File: src/hw/rtl/ascon_hash_xof_sponge_top_defines.svh
// Assertion macros shared by the sponge RTL files.
// No dependencies; included by the modules that carry assertions.
`ifndef ASCON_HASH_XOF_SPONGE_TOP_DEFINES_SVH
`define ASCON_HASH_XOF_SPONGE_TOP_DEFINES_SVH

// Same-cycle implication, disabled while reset is asserted.
`define AHX_ASSERT_NOW(label, clk, rstn, ante, cons) \
    label: assert property (@(posedge clk) disable iff (!(rstn)) (ante) |-> (cons)) \
        else $error("sponge assertion failed");

// Next-cycle implication, disabled while reset is asserted.
`define AHX_ASSERT_NEXT(label, clk, rstn, ante, cons) \
    label: assert property (@(posedge clk) disable iff (!(rstn)) (ante) |=> (cons)) \
        else $error("sponge assertion failed");

`endif

File: src/hw/rtl/ahx_pkg.sv
// Types, constants and the round function of the Ascon hash/XOF sponge.
// No dependencies; used by every module of the block.
package ahx_pkg;

    localparam int LANE_W           = 64;
    localparam int CNT_W            = 4;
    localparam int S_TDATA_W        = 72;
    localparam int M_TDATA_W        = 64;
    localparam int CFG_W            = 6;
    localparam int MAX_OUT_WORDS_DEF = 32;
    localparam int Q_DEPTH          = 2;

    localparam logic [7:0] RC_FULL = 8'hf0;
    localparam logic [7:0] RC_HALF = 8'hb4;
    localparam logic [7:0] RC_LAST = 8'h4b;
    localparam logic [7:0] RC_STEP = 8'h0f;

    localparam logic [7:0]        PAD_BYTE = 8'h80;
    localparam logic [LANE_W-1:0] PAD_WORD = 64'h8000_0000_0000_0000;

    localparam logic [CFG_W-1:0] OUT_WORDS_RST = 6'd4;
    localparam logic [1:0]       VARIANT_RST   = 2'd0;

    typedef enum logic {
        CFG_VARIANT   = 1'b0,
        CFG_OUT_WORDS = 1'b1
    } ahx_cfg_idx_t;

    typedef enum logic [2:0] {
        ST_LOAD,
        ST_INIT,
        ST_IDLE,
        ST_ABS,
        ST_FIN,
        ST_OUT,
        ST_SQZ
    } ahx_state_e_t;

    typedef logic [4:0][LANE_W-1:0] ahx_lanes_t;

    typedef struct packed {
        logic              final_blk;
        logic [LANE_W-1:0] word;
    } ahx_qent_t;

    function automatic logic [LANE_W-1:0] ahx_rotr(logic [LANE_W-1:0] x, int unsigned n);
        return (x >> n) | (x << (LANE_W - n));
    endfunction

    function automatic ahx_lanes_t ahx_round(ahx_lanes_t s, logic [7:0] rc);
        logic [LANE_W-1:0] x0, x1, x2, x3, x4;
        logic [LANE_W-1:0] t0, t1, t2, t3, t4;
        ahx_lanes_t r;
        x0 = s[0];
        x1 = s[1];
        x2 = s[2] ^ {{(LANE_W-8){1'b0}}, rc};
        x3 = s[3];
        x4 = s[4];
        x0 = x0 ^ x4;
        x4 = x4 ^ x3;
        x2 = x2 ^ x1;
        t0 = ~x0 & x1;
        t1 = ~x1 & x2;
        t2 = ~x2 & x3;
        t3 = ~x3 & x4;
        t4 = ~x4 & x0;
        x0 = x0 ^ t1;
        x1 = x1 ^ t2;
        x2 = x2 ^ t3;
        x3 = x3 ^ t4;
        x4 = x4 ^ t0;
        x1 = x1 ^ x0;
        x0 = x0 ^ x4;
        x3 = x3 ^ x2;
        x2 = ~x2;
        r[0] = x0 ^ ahx_rotr(x0, 19) ^ ahx_rotr(x0, 28);
        r[1] = x1 ^ ahx_rotr(x1, 61) ^ ahx_rotr(x1, 39);
        r[2] = x2 ^ ahx_rotr(x2, 1) ^ ahx_rotr(x2, 6);
        r[3] = x3 ^ ahx_rotr(x3, 10) ^ ahx_rotr(x3, 17);
        r[4] = x4 ^ ahx_rotr(x4, 7) ^ ahx_rotr(x4, 41);
        return r;
    endfunction

    function automatic ahx_lanes_t ahx_iv(logic [1:0] variant);
        ahx_lanes_t s;
        s    = '0;
        s[0] = 64'h0040_0c00_0000_0000;
        if (variant[0]) begin
            s[0] = s[0] | 64'h0000_0004_0000_0000;
        end
        if (!variant[1]) begin
            s[0] = s[0] | 64'h0000_0000_0000_0100;
        end
        return s;
    endfunction

    function automatic logic [7:0] ahx_rc_start(logic [1:0] variant);
        return variant[0] ? RC_HALF : RC_FULL;
    endfunction

endpackage

File: src/hw/rtl/ascon_hash_xof_sponge_top.sv
// Ascon hash/XOF sponge: a front that takes message words, a short queue, and a
// permutation engine that absorbs and squeezes. Depends on ahx_pkg, ahx_front,
// ahx_queue and ahx_engine.
//
// Usage: the s_ channel carries one 64-bit big-endian message word per transfer
// with its byte count; s_tlast marks the final word (0 to 7 bytes, or 8 for a full
// final word). The m_ channel returns the digest words, m_tlast on the last one.
// cfg_we writes register cfg_index: 0 selects the variant (hash, hasha, xof, xofa)
// and restarts the sponge, 1 sets the number of output words.
// Operation: every absorbed word costs one permutation, one round per cycle in the
// single round unit; hasha/xofa start absorb and squeeze permutations at a later
// round constant than hash/xof. A full final word costs one extra permutation, a
// plain absorb before a padding-only final entry. The final permutation, one per
// further digest word and the initial-state permutation follow before the next
// message is absorbed. Two queued words let the sender run ahead of the engine.
// Reset: the sponge builds the hash initial state; words are queued meanwhile. A stalled
// receiver holds the output register; the engine waits with the next word ready and the
// input side keeps filling the queue.
module ascon_hash_xof_sponge_top #(
    parameter int MAX_OUT_WORDS = ahx_pkg::MAX_OUT_WORDS_DEF
) (
    input  logic                          aclk,
    input  logic                          aresetn,
    input  logic                          cfg_we,
    input  logic                          cfg_index,
    input  logic [ahx_pkg::CFG_W-1:0]     cfg_wdata,
    input  logic                          s_tvalid,
    output logic                          s_tready,
    input  logic [ahx_pkg::S_TDATA_W-1:0] s_tdata,   // msg_block[63:0], byte_count[67:64], zeros
    input  logic                          s_tlast,   // last_block
    output logic                          m_tvalid,
    input  logic                          m_tready,
    output logic [ahx_pkg::M_TDATA_W-1:0] m_tdata,   // digest_word[63:0]
    output logic                          m_tlast    // last_word
);

    logic               q_room;
    logic               q_push;
    ahx_pkg::ahx_qent_t q_entry;
    logic               q_valid;
    ahx_pkg::ahx_qent_t q_head;
    logic               q_pop;

    ahx_front u_front (
        .aclk     (aclk),
        .aresetn  (aresetn),
        .s_tvalid (s_tvalid),
        .s_tready (s_tready),
        .s_tdata  (s_tdata),
        .s_tlast  (s_tlast),
        .q_room   (q_room),
        .q_push   (q_push),
        .q_entry  (q_entry)
    );

    ahx_queue u_queue (
        .aclk       (aclk),
        .aresetn    (aresetn),
        .push       (q_push),
        .push_entry (q_entry),
        .room       (q_room),
        .head_valid (q_valid),
        .head_entry (q_head),
        .pop        (q_pop)
    );

    ahx_engine #(
        .MAX_OUT_WORDS (MAX_OUT_WORDS)
    ) u_engine (
        .aclk      (aclk),
        .aresetn   (aresetn),
        .cfg_we    (cfg_we),
        .cfg_index (cfg_index),
        .cfg_wdata (cfg_wdata),
        .q_valid   (q_valid),
        .q_head    (q_head),
        .q_pop     (q_pop),
        .m_tvalid  (m_tvalid),
        .m_tready  (m_tready),
        .m_tdata   (m_tdata),
        .m_tlast   (m_tlast)
    );

endmodule

File: src/hw/rtl/ahx_front.sv
// Input side of the sponge: accepts message words and turns them into queue entries.
// Depends on ahx_pkg for the queue entry type and padding constants.
module ahx_front (
    input  logic                          aclk,
    input  logic                          aresetn,
    input  logic                          s_tvalid,
    output logic                          s_tready,
    input  logic [ahx_pkg::S_TDATA_W-1:0] s_tdata,   // msg_block[63:0], byte_count[67:64], zeros
    input  logic                          s_tlast,
    input  logic                          q_room,
    output logic                          q_push,
    output ahx_pkg::ahx_qent_t            q_entry
);

    logic                          pend_reg;
    logic                          pend_next;
    logic [ahx_pkg::LANE_W-1:0]    blk;
    logic [ahx_pkg::CNT_W-1:0]     cnt;
    logic [ahx_pkg::LANE_W-1:0]    padded;
    logic                          accept;

    assign blk      = s_tdata[ahx_pkg::LANE_W-1:0];
    assign cnt      = s_tdata[ahx_pkg::LANE_W +: ahx_pkg::CNT_W];
    assign s_tready = !pend_reg && q_room;
    assign accept   = s_tvalid && s_tready;

    always_comb begin
        for (int i = 0; i < 8; i++) begin
            if (ahx_pkg::CNT_W'(i) < cnt) begin
                padded[ahx_pkg::LANE_W-1-8*i -: 8] = blk[ahx_pkg::LANE_W-1-8*i -: 8];
            end else if (ahx_pkg::CNT_W'(i) == cnt) begin
                padded[ahx_pkg::LANE_W-1-8*i -: 8] = ahx_pkg::PAD_BYTE;
            end else begin
                padded[ahx_pkg::LANE_W-1-8*i -: 8] = 8'h00;
            end
        end
    end

    // A full final word goes out as a plain absorb followed by a padding-only final entry.
    always_comb begin
        q_push    = 1'b0;
        q_entry   = '0;
        pend_next = pend_reg;
        if (pend_reg) begin
            q_push            = q_room;
            q_entry.final_blk = 1'b1;
            q_entry.word      = ahx_pkg::PAD_WORD;
            if (q_room) begin
                pend_next = 1'b0;
            end
        end else if (accept) begin
            q_push = 1'b1;
            if (!s_tlast || cnt[ahx_pkg::CNT_W-1]) begin
                q_entry.final_blk = 1'b0;
                q_entry.word      = blk;
                pend_next         = s_tlast;
            end else begin
                q_entry.final_blk = 1'b1;
                q_entry.word      = padded;
            end
        end
    end

    always_ff @(posedge aclk) begin
        if (!aresetn) begin
            pend_reg <= 1'b0;
        end else begin
            pend_reg <= pend_next;
        end
    end

endmodule

File: src/hw/rtl/ahx_queue.sv
// Short first-in first-out queue between the front and the permutation engine.
// Depends on ahx_pkg for the entry type and depth; includes the assertion macros.
`include "ascon_hash_xof_sponge_top_defines.svh"

module ahx_queue (
    input  logic               aclk,
    input  logic               aresetn,
    input  logic               push,
    input  ahx_pkg::ahx_qent_t push_entry,
    output logic               room,
    output logic               head_valid,
    output ahx_pkg::ahx_qent_t head_entry,
    input  logic               pop
);

    localparam int PW = $clog2(ahx_pkg::Q_DEPTH);
    localparam int CW = $clog2(ahx_pkg::Q_DEPTH + 1);

    ahx_pkg::ahx_qent_t slot_reg [ahx_pkg::Q_DEPTH];
    logic [PW-1:0]      wr_ptr_reg;
    logic [PW-1:0]      wr_ptr_next;
    logic [PW-1:0]      rd_ptr_reg;
    logic [PW-1:0]      rd_ptr_next;
    logic [CW-1:0]      count_reg;
    logic [CW-1:0]      count_next;
    logic               do_push;
    logic               do_pop;

    assign room       = count_reg != CW'(ahx_pkg::Q_DEPTH);
    assign head_valid = count_reg != '0;
    assign head_entry = slot_reg[rd_ptr_reg];
    assign do_push    = push && room;
    assign do_pop     = pop && head_valid;

    always_comb begin
        wr_ptr_next = wr_ptr_reg;
        rd_ptr_next = rd_ptr_reg;
        count_next  = count_reg;
        if (do_push) begin
            wr_ptr_next = (wr_ptr_reg == PW'(ahx_pkg::Q_DEPTH - 1)) ? '0 : wr_ptr_reg + 1'b1;
        end
        if (do_pop) begin
            rd_ptr_next = (rd_ptr_reg == PW'(ahx_pkg::Q_DEPTH - 1)) ? '0 : rd_ptr_reg + 1'b1;
        end
        if (do_push && !do_pop) begin
            count_next = count_reg + 1'b1;
        end else if (do_pop && !do_push) begin
            count_next = count_reg - 1'b1;
        end
    end

    always_ff @(posedge aclk) begin
        if (do_push) begin
            slot_reg[wr_ptr_reg] <= push_entry;
        end
    end

    always_ff @(posedge aclk) begin
        if (!aresetn) begin
            wr_ptr_reg <= '0;
            rd_ptr_reg <= '0;
            count_reg  <= '0;
        end else begin
            wr_ptr_reg <= wr_ptr_next;
            rd_ptr_reg <= rd_ptr_next;
            count_reg  <= count_next;
        end
    end

    `AHX_ASSERT_NOW(a_queue_no_overflow, aclk, aresetn, push, room)

endmodule

File: src/hw/rtl/ahx_engine.sv
// Permutation engine: one Ascon round per cycle while permuting; absorb, squeeze and reinitialization.
// Depends on ahx_pkg for the round function and state types; includes the assertion macros.
`include "ascon_hash_xof_sponge_top_defines.svh"

module ahx_engine #(
    parameter int MAX_OUT_WORDS = ahx_pkg::MAX_OUT_WORDS_DEF
) (
    input  logic                          aclk,
    input  logic                          aresetn,
    input  logic                          cfg_we,
    input  logic                          cfg_index,
    input  logic [ahx_pkg::CFG_W-1:0]     cfg_wdata,
    input  logic                          q_valid,
    input  ahx_pkg::ahx_qent_t            q_head,
    output logic                          q_pop,
    output logic                          m_tvalid,
    input  logic                          m_tready,
    output logic [ahx_pkg::M_TDATA_W-1:0] m_tdata,   // digest_word[63:0]
    output logic                          m_tlast
);

    localparam int NW = $clog2(MAX_OUT_WORDS + 1);

    ahx_pkg::ahx_state_e_t      st_reg;
    ahx_pkg::ahx_state_e_t      st_next;
    ahx_pkg::ahx_lanes_t        lanes_reg;
    ahx_pkg::ahx_lanes_t        lanes_next;
    ahx_pkg::ahx_lanes_t        round_in;
    ahx_pkg::ahx_lanes_t        round_out;
    logic [7:0]                 rc_reg;
    logic [7:0]                 rc_next;
    logic [7:0]                 rc_in;
    logic [NW-1:0]              idx_reg;
    logic [NW-1:0]              idx_next;
    logic [NW-1:0]              n_reg;
    logic [NW-1:0]              n_next;
    logic [NW-1:0]              n_clamped;
    logic [1:0]                 variant_reg;
    logic [ahx_pkg::CFG_W-1:0]  out_words_reg;
    logic                       m_valid_reg;
    logic                       m_valid_next;
    logic [ahx_pkg::LANE_W-1:0] m_data_reg;
    logic                       m_last_reg;
    logic                       out_free;
    logic                       out_load;
    logic                       is_last;
    logic                       rc_done;
    logic                       variant_wr;

    assign round_out  = ahx_pkg::ahx_round(round_in, rc_in);
    assign out_free   = !m_valid_reg || m_tready;
    assign is_last    = idx_reg == n_reg - 1'b1;
    assign rc_done    = rc_reg == ahx_pkg::RC_LAST;
    assign variant_wr = cfg_we && (cfg_index == ahx_pkg::CFG_VARIANT);
    assign m_tvalid   = m_valid_reg;
    assign m_tdata    = m_data_reg;
    assign m_tlast    = m_last_reg;

    always_comb begin
        if (out_words_reg == '0) begin
            n_clamped = NW'(1);
        end else if ({1'b0, out_words_reg} > 7'(MAX_OUT_WORDS)) begin
            n_clamped = NW'(MAX_OUT_WORDS);
        end else begin
            n_clamped = NW'(out_words_reg);
        end
    end

    always_comb begin
        st_next = st_reg;
        unique case (st_reg)
            ahx_pkg::ST_LOAD: st_next = ahx_pkg::ST_INIT;
            ahx_pkg::ST_INIT,
            ahx_pkg::ST_ABS: begin
                if (rc_done) begin
                    st_next = ahx_pkg::ST_IDLE;
                end
            end
            ahx_pkg::ST_FIN,
            ahx_pkg::ST_SQZ: begin
                if (rc_done) begin
                    st_next = ahx_pkg::ST_OUT;
                end
            end
            ahx_pkg::ST_IDLE: begin
                if (q_valid) begin
                    st_next = q_head.final_blk ? ahx_pkg::ST_FIN : ahx_pkg::ST_ABS;
                end
            end
            ahx_pkg::ST_OUT: begin
                if (out_free) begin
                    st_next = is_last ? ahx_pkg::ST_INIT : ahx_pkg::ST_SQZ;
                end
            end
            default: st_next = ahx_pkg::ST_LOAD;
        endcase
        if (variant_wr) begin
            st_next = ahx_pkg::ST_LOAD;
        end
    end

    // The first round of every permutation runs in the cycle that starts it.
    always_comb begin
        round_in   = lanes_reg;
        rc_in      = rc_reg;
        lanes_next = lanes_reg;
        rc_next    = rc_reg;
        idx_next   = idx_reg;
        n_next     = n_reg;
        q_pop      = 1'b0;
        out_load   = 1'b0;
        unique case (st_reg)
            ahx_pkg::ST_LOAD: begin
                round_in   = ahx_pkg::ahx_iv(variant_reg);
                rc_in      = ahx_pkg::RC_FULL;
                lanes_next = round_out;
                rc_next    = ahx_pkg::RC_FULL - ahx_pkg::RC_STEP;
            end
            ahx_pkg::ST_INIT,
            ahx_pkg::ST_ABS,
            ahx_pkg::ST_FIN,
            ahx_pkg::ST_SQZ: begin
                lanes_next = round_out;
                rc_next    = rc_reg - ahx_pkg::RC_STEP;
            end
            ahx_pkg::ST_IDLE: begin
                if (q_valid) begin
                    q_pop       = 1'b1;
                    round_in[0] = lanes_reg[0] ^ q_head.word;
                    rc_in       = q_head.final_blk ? ahx_pkg::RC_FULL
                                                   : ahx_pkg::ahx_rc_start(variant_reg);
                    lanes_next  = round_out;
                    rc_next     = rc_in - ahx_pkg::RC_STEP;
                    if (q_head.final_blk) begin
                        idx_next = '0;
                        n_next   = n_clamped;
                    end
                end
            end
            ahx_pkg::ST_OUT: begin
                if (out_free) begin
                    out_load = 1'b1;
                    if (is_last) begin
                        round_in = ahx_pkg::ahx_iv(variant_reg);
                        rc_in    = ahx_pkg::RC_FULL;
                    end else begin
                        rc_in    = ahx_pkg::ahx_rc_start(variant_reg);
                        idx_next = idx_reg + 1'b1;
                    end
                    lanes_next = round_out;
                    rc_next    = rc_in - ahx_pkg::RC_STEP;
                end
            end
            default: begin
                lanes_next = lanes_reg;
            end
        endcase
    end

    always_comb begin
        m_valid_next = m_valid_reg;
        if (out_load) begin
            m_valid_next = 1'b1;
        end else if (m_tready) begin
            m_valid_next = 1'b0;
        end
    end

    always_ff @(posedge aclk) begin
        lanes_reg <= lanes_next;
        rc_reg    <= rc_next;
        idx_reg   <= idx_next;
        n_reg     <= n_next;
        if (out_load) begin
            m_data_reg <= lanes_reg[0];
            m_last_reg <= is_last;
        end
    end

    always_ff @(posedge aclk) begin
        if (!aresetn) begin
            st_reg        <= ahx_pkg::ST_LOAD;
            m_valid_reg   <= 1'b0;
            variant_reg   <= ahx_pkg::VARIANT_RST;
            out_words_reg <= ahx_pkg::OUT_WORDS_RST;
        end else begin
            st_reg      <= st_next;
            m_valid_reg <= m_valid_next;
            if (variant_wr) begin
                variant_reg <= cfg_wdata[1:0];
            end
            if (cfg_we && (cfg_index == ahx_pkg::CFG_OUT_WORDS)) begin
                out_words_reg <= cfg_wdata;
            end
        end
    end

    `AHX_ASSERT_NOW(a_pop_only_idle, aclk, aresetn, q_pop, (st_reg == ahx_pkg::ST_IDLE) && q_valid)
    `AHX_ASSERT_NOW(a_rc_in_range, aclk, aresetn,
        (st_reg == ahx_pkg::ST_ABS) || (st_reg == ahx_pkg::ST_FIN) || (st_reg == ahx_pkg::ST_SQZ),
        rc_reg >= ahx_pkg::RC_LAST)
    `AHX_ASSERT_NOW(a_idx_in_range, aclk, aresetn, st_reg == ahx_pkg::ST_OUT, idx_reg < n_reg)
    `AHX_ASSERT_NEXT(a_fin_to_out, aclk, aresetn,
        (st_reg == ahx_pkg::ST_FIN) && rc_done && !variant_wr, st_reg == ahx_pkg::ST_OUT)

endmodule
File: config.mk
export PLATFORM = sky130hd
export DESIGN_NAME = ascon_hash_xof_sponge_top
export DESIGN_NICKNAME = d
export VERILOG_FILES = /design/src/hw/rtl/ahx_pkg.sv /design/src/hw/rtl/ascon_hash_xof_sponge_top.sv /design/src/hw/rtl/ahx_front.sv /design/src/hw/rtl/ahx_queue.sv /design/src/hw/rtl/ahx_engine.sv
export VERILOG_INCLUDE_DIRS = /design/src /design/src/hw/rtl
export SDC_FILE = /design/constraint.sdc
export NUM_CORES = 2
export LEC_CHECK = 0
export BUFFER_PORTS_ARGS = -buffer_cell sky130_fd_sc_hd__buf_2
export CAP_MARGIN = 5
export CORE_MARGIN = 4
export CORE_UTILIZATION = 69
export DETAILED_ROUTE_END_ITERATION = 8
export GPL_TIMING_DRIVEN = 0
export HOLD_SLACK_MARGIN = 0.06
export MAX_ROUTING_LAYER = met4
export PLACE_DENSITY = 0.9
export SLEW_MARGIN = 20
export SYNTH_ARGS = -nofsm -noshare
export SYNTH_HDL_FRONTEND = slang
export SYNTH_SLANG_ARGS = --single-unit
File: constraint.sdc
create_clock -name aclk -period 43.1 [get_ports aclk]
set_input_delay 2.155 -clock aclk [delete_from_list [all_inputs] [get_ports aclk]]
set_output_delay 2.155 -clock aclk [all_outputs]
set_load 0.02 [all_outputs]
==> run summary <==
status: finished with violations
failing checks: DRC
first drt pass iteration count: 9
Post-CTS Setup Bufs: 0
crit path time final: 8.787 ns
initial antenna violation count: 9
H-tree levels: 2
First DRT Iteration DRCs: 5,975
xor and xnor fraction of the mapped netlist area: 0.2989
detailed placement HPWL: 119,100 um
most common library cells after synthesis: xnor2_1, edfxtp_1, nand2_1
dominant synthesized flop cell: edfxtp_1
DR vias: 31,280
Tot GR Track Use: 0.5318
largest family of logic cells by synthesized area: XOR/XNOR gates
min-delay worst type: register to register
Post-Synth Adder-Cell Area: 0.05667
GR Layer Usage met2: 0.7391
post-synthesis mux area share: 0.04228
Synth Register Bits: 553
Port Buffers: 145
Synth Cell Area: 38,940 sq um
routability cong.: 1.155
Worst-Margin Slew: 1.414 ns
max reg flops: 320
# DRC: 2
Clock Sinks: 553
simple-gate share of the synthesized area: 0.1203
die height: 245.6 um
Post-synth EDFFs: 535
GRT overflow: 0
YS warnings: 0
R2R Path End: u_engine.lanes_reg[253]$_DFFE_PP_
setup ws final: 34.31 ns
critical register-to-register path startpoint: u_engine.n_reg[0]$_SDFFCE_PP1P_
busiest metal layer after global routing: met2
GRT met3 Usage: 0.2017
first-pass GRT wire length: 217,300 um
Synth Area in Compound Gates: 0.04389
Wirelength per Cell: 35.33 um
number of cells on the worst reg-to-reg path: 17
Fin Hold WS: 0.4679 ns
antenna viol nets, final: 0
Setup violations, final: 0
net count after synthesis: 3,705
FP Rows: 86
I/O pins: 152
Cells after Synth: 3,488
cts bufs inserted: 57
Avg Inst Size Synth: 11.17 sq um
skew final: 0.04825 ns
post-synth top area share: 0.4125
TNS Setup: 0 ns
Die ar.: 60,300 sq um
CP startpoint kind: primary input
dpl ws: 34.06 ns
RSZ-0062 raised after global routing: no
fin util: 0.7809
Hold Vio Cnt, Final: 0
Async S/R FF share, synth: 0
Rel. slew slack: 0.04737
Required @ worst endpoint: 43.52 ns
Routed Wire Length: 159,800 um
final net count: 3,936
peak fanout along the critical path: 11
clk root buf: clkbuf_16
MaxCap Viol Count: 0
vias in the first global route: 29,300
Vias/cell: 6.916
Synth cell types: 71
clock buffer depth: 3
Area Growth Syn to Fin: 11.34%
die width: 245.6 um
Reg2Reg Setup Slack: 35.08 ns
Clock transition at path regs: 0.06 ns
sequential area share after synthesis: 0.4218
critical path type: primary input to register
Max Slew Vio Count: 0
endpoint class of the critical path: register
CP Launch Point: m_tready
core footprint: 55,520 sq um
worst skew pair latency: 0.68 ns
fmax: 113.8 MHz
fin crit share: 0.2039
Starting Density: 0.7014
Arr. time, crit path: 9.21 ns
PostCTS Resize Cnt: 0
top cell type by total area after synthesis: edfxtp_1
share of layout cells above drive strength 1: 0.1267
largest net degree at the start of global routing: 64
CTS tree: done
met1 usage: 0.6074
top cells by area, synth: edfxtp_1, xnor2_1, xor2_1
Hold-fix buffers, CTS: 0
Worst Setup EP: u_engine.lanes_reg[253]$_DFFE_PP_
count leader, synth: xnor2_1
==> how the worst min path moves through the flow <==
stage                                           startpoint                                endpoint  slack (ns)  cells past startpoint
finish              u_engine.out_words_reg[0]$_SDFFE_PN0P_  u_engine.out_words_reg[0]$_SDFFE_PN0P_        0.47                      2
global placement    u_engine.out_words_reg[0]$_SDFFE_PN0P_  u_engine.out_words_reg[0]$_SDFFE_PN0P_        0.46                      2
floorplan                 u_engine.lanes_reg[51]$_DFFE_PP_          u_engine.m_tdata[51]$_DFFE_PP_        0.44                      0
global route        u_engine.out_words_reg[0]$_SDFFE_PN0P_  u_engine.out_words_reg[0]$_SDFFE_PN0P_        0.48                      2
detailed placement  u_engine.out_words_reg[0]$_SDFFE_PN0P_  u_engine.out_words_reg[0]$_SDFFE_PN0P_        0.46                      2
CTS                 u_engine.out_words_reg[0]$_SDFFE_PN0P_  u_engine.out_words_reg[0]$_SDFFE_PN0P_        0.47                      2
==> layout by cell type (no fill, tap or decap), types with 50 or more instances in the layout <==
cell type	n
a21oi_1	50
and2_1	164
buf_2	167
clkbuf_1	70
clkbuf_16	58
edfxtp_1	535
ha_1	132
mux2_2	57
mux2i_1	99
nand2_1	357
nand3_1	86
nor2_1	129
nor3_1	52
o21ai_0	82
xnor2_1	945
xor2_1	250
==> through the flow <==
step | instance area (sq um) | cells
global route | 43360 | 4521
floorplan | 38940 | 3488
CTS | 43280 | 4514
detailed placement | 41310 | 4408
finish | 43360 | 4522
global placement | 40610 | 4381
==> logic make-up (layout without fill, tap and decap cells) <==
group / count (synthesis) / after routing
AO/OA/AOI/OAI: 251 / 251
XOR/XNOR: 1265 / 1265
adder cells (fa/ha/maj): 186 / 186
buffers and inverters: 127 / 405
flip-flops: 553 / 553
multiplexers: 157 / 157
other: 0 / 8
AND/OR/NAND/NOR: 949 / 949
==> per-layer routing <==
| layer | part of all wire | vias to the layer above |
|---|---|---|
| met1 | 0.32 | 14520 |
| met4 | 0.12 | 0 |
| met5 | 0 | - |
| met3 | 0.17 | 994 |
| met2 | 0.40 | 3277 |
| li1 | - | 12490 |
==> critical path, stage by stage <==
cell and delay [ns]:
buf_2 0.11, nand2b_1 0.27, nand2_1 0.23, inv_4 0.08, o31a_1 0.24, a21boi_4 0.43
buf_4 0.42, buf_6 0.30, buf_2 0.56, buf_2 0.45, buf_2 0.39, clkbuf_1 0.90
nand2_1 0.13, ha_1 0.33, xnor2_1 0.74, xor2_1 0.86, xor2_1 0.20, xnor2_1 0.36
==> final cells by class <==
cell class | instances | area (sq um)
Multi-Input combinational cell | 2808 | 22050
Sequential cell | 553 | 16430
Fill cell | 3516 | 12160
Clock buffer | 75 | 1535
Timing Repair Buffer | 172 | 1320
Tap cell | 748 | 935.9
Buffer | 114 | 585.6
Clock inverter | 31 | 437.9
Inverter | 13 | 51.30
Antenna cell | 8 | 20.02
Power is left out: the tool's default activity adds up to more than one toggle a clock period on the data nets, which glitch-free logic cannot reach.
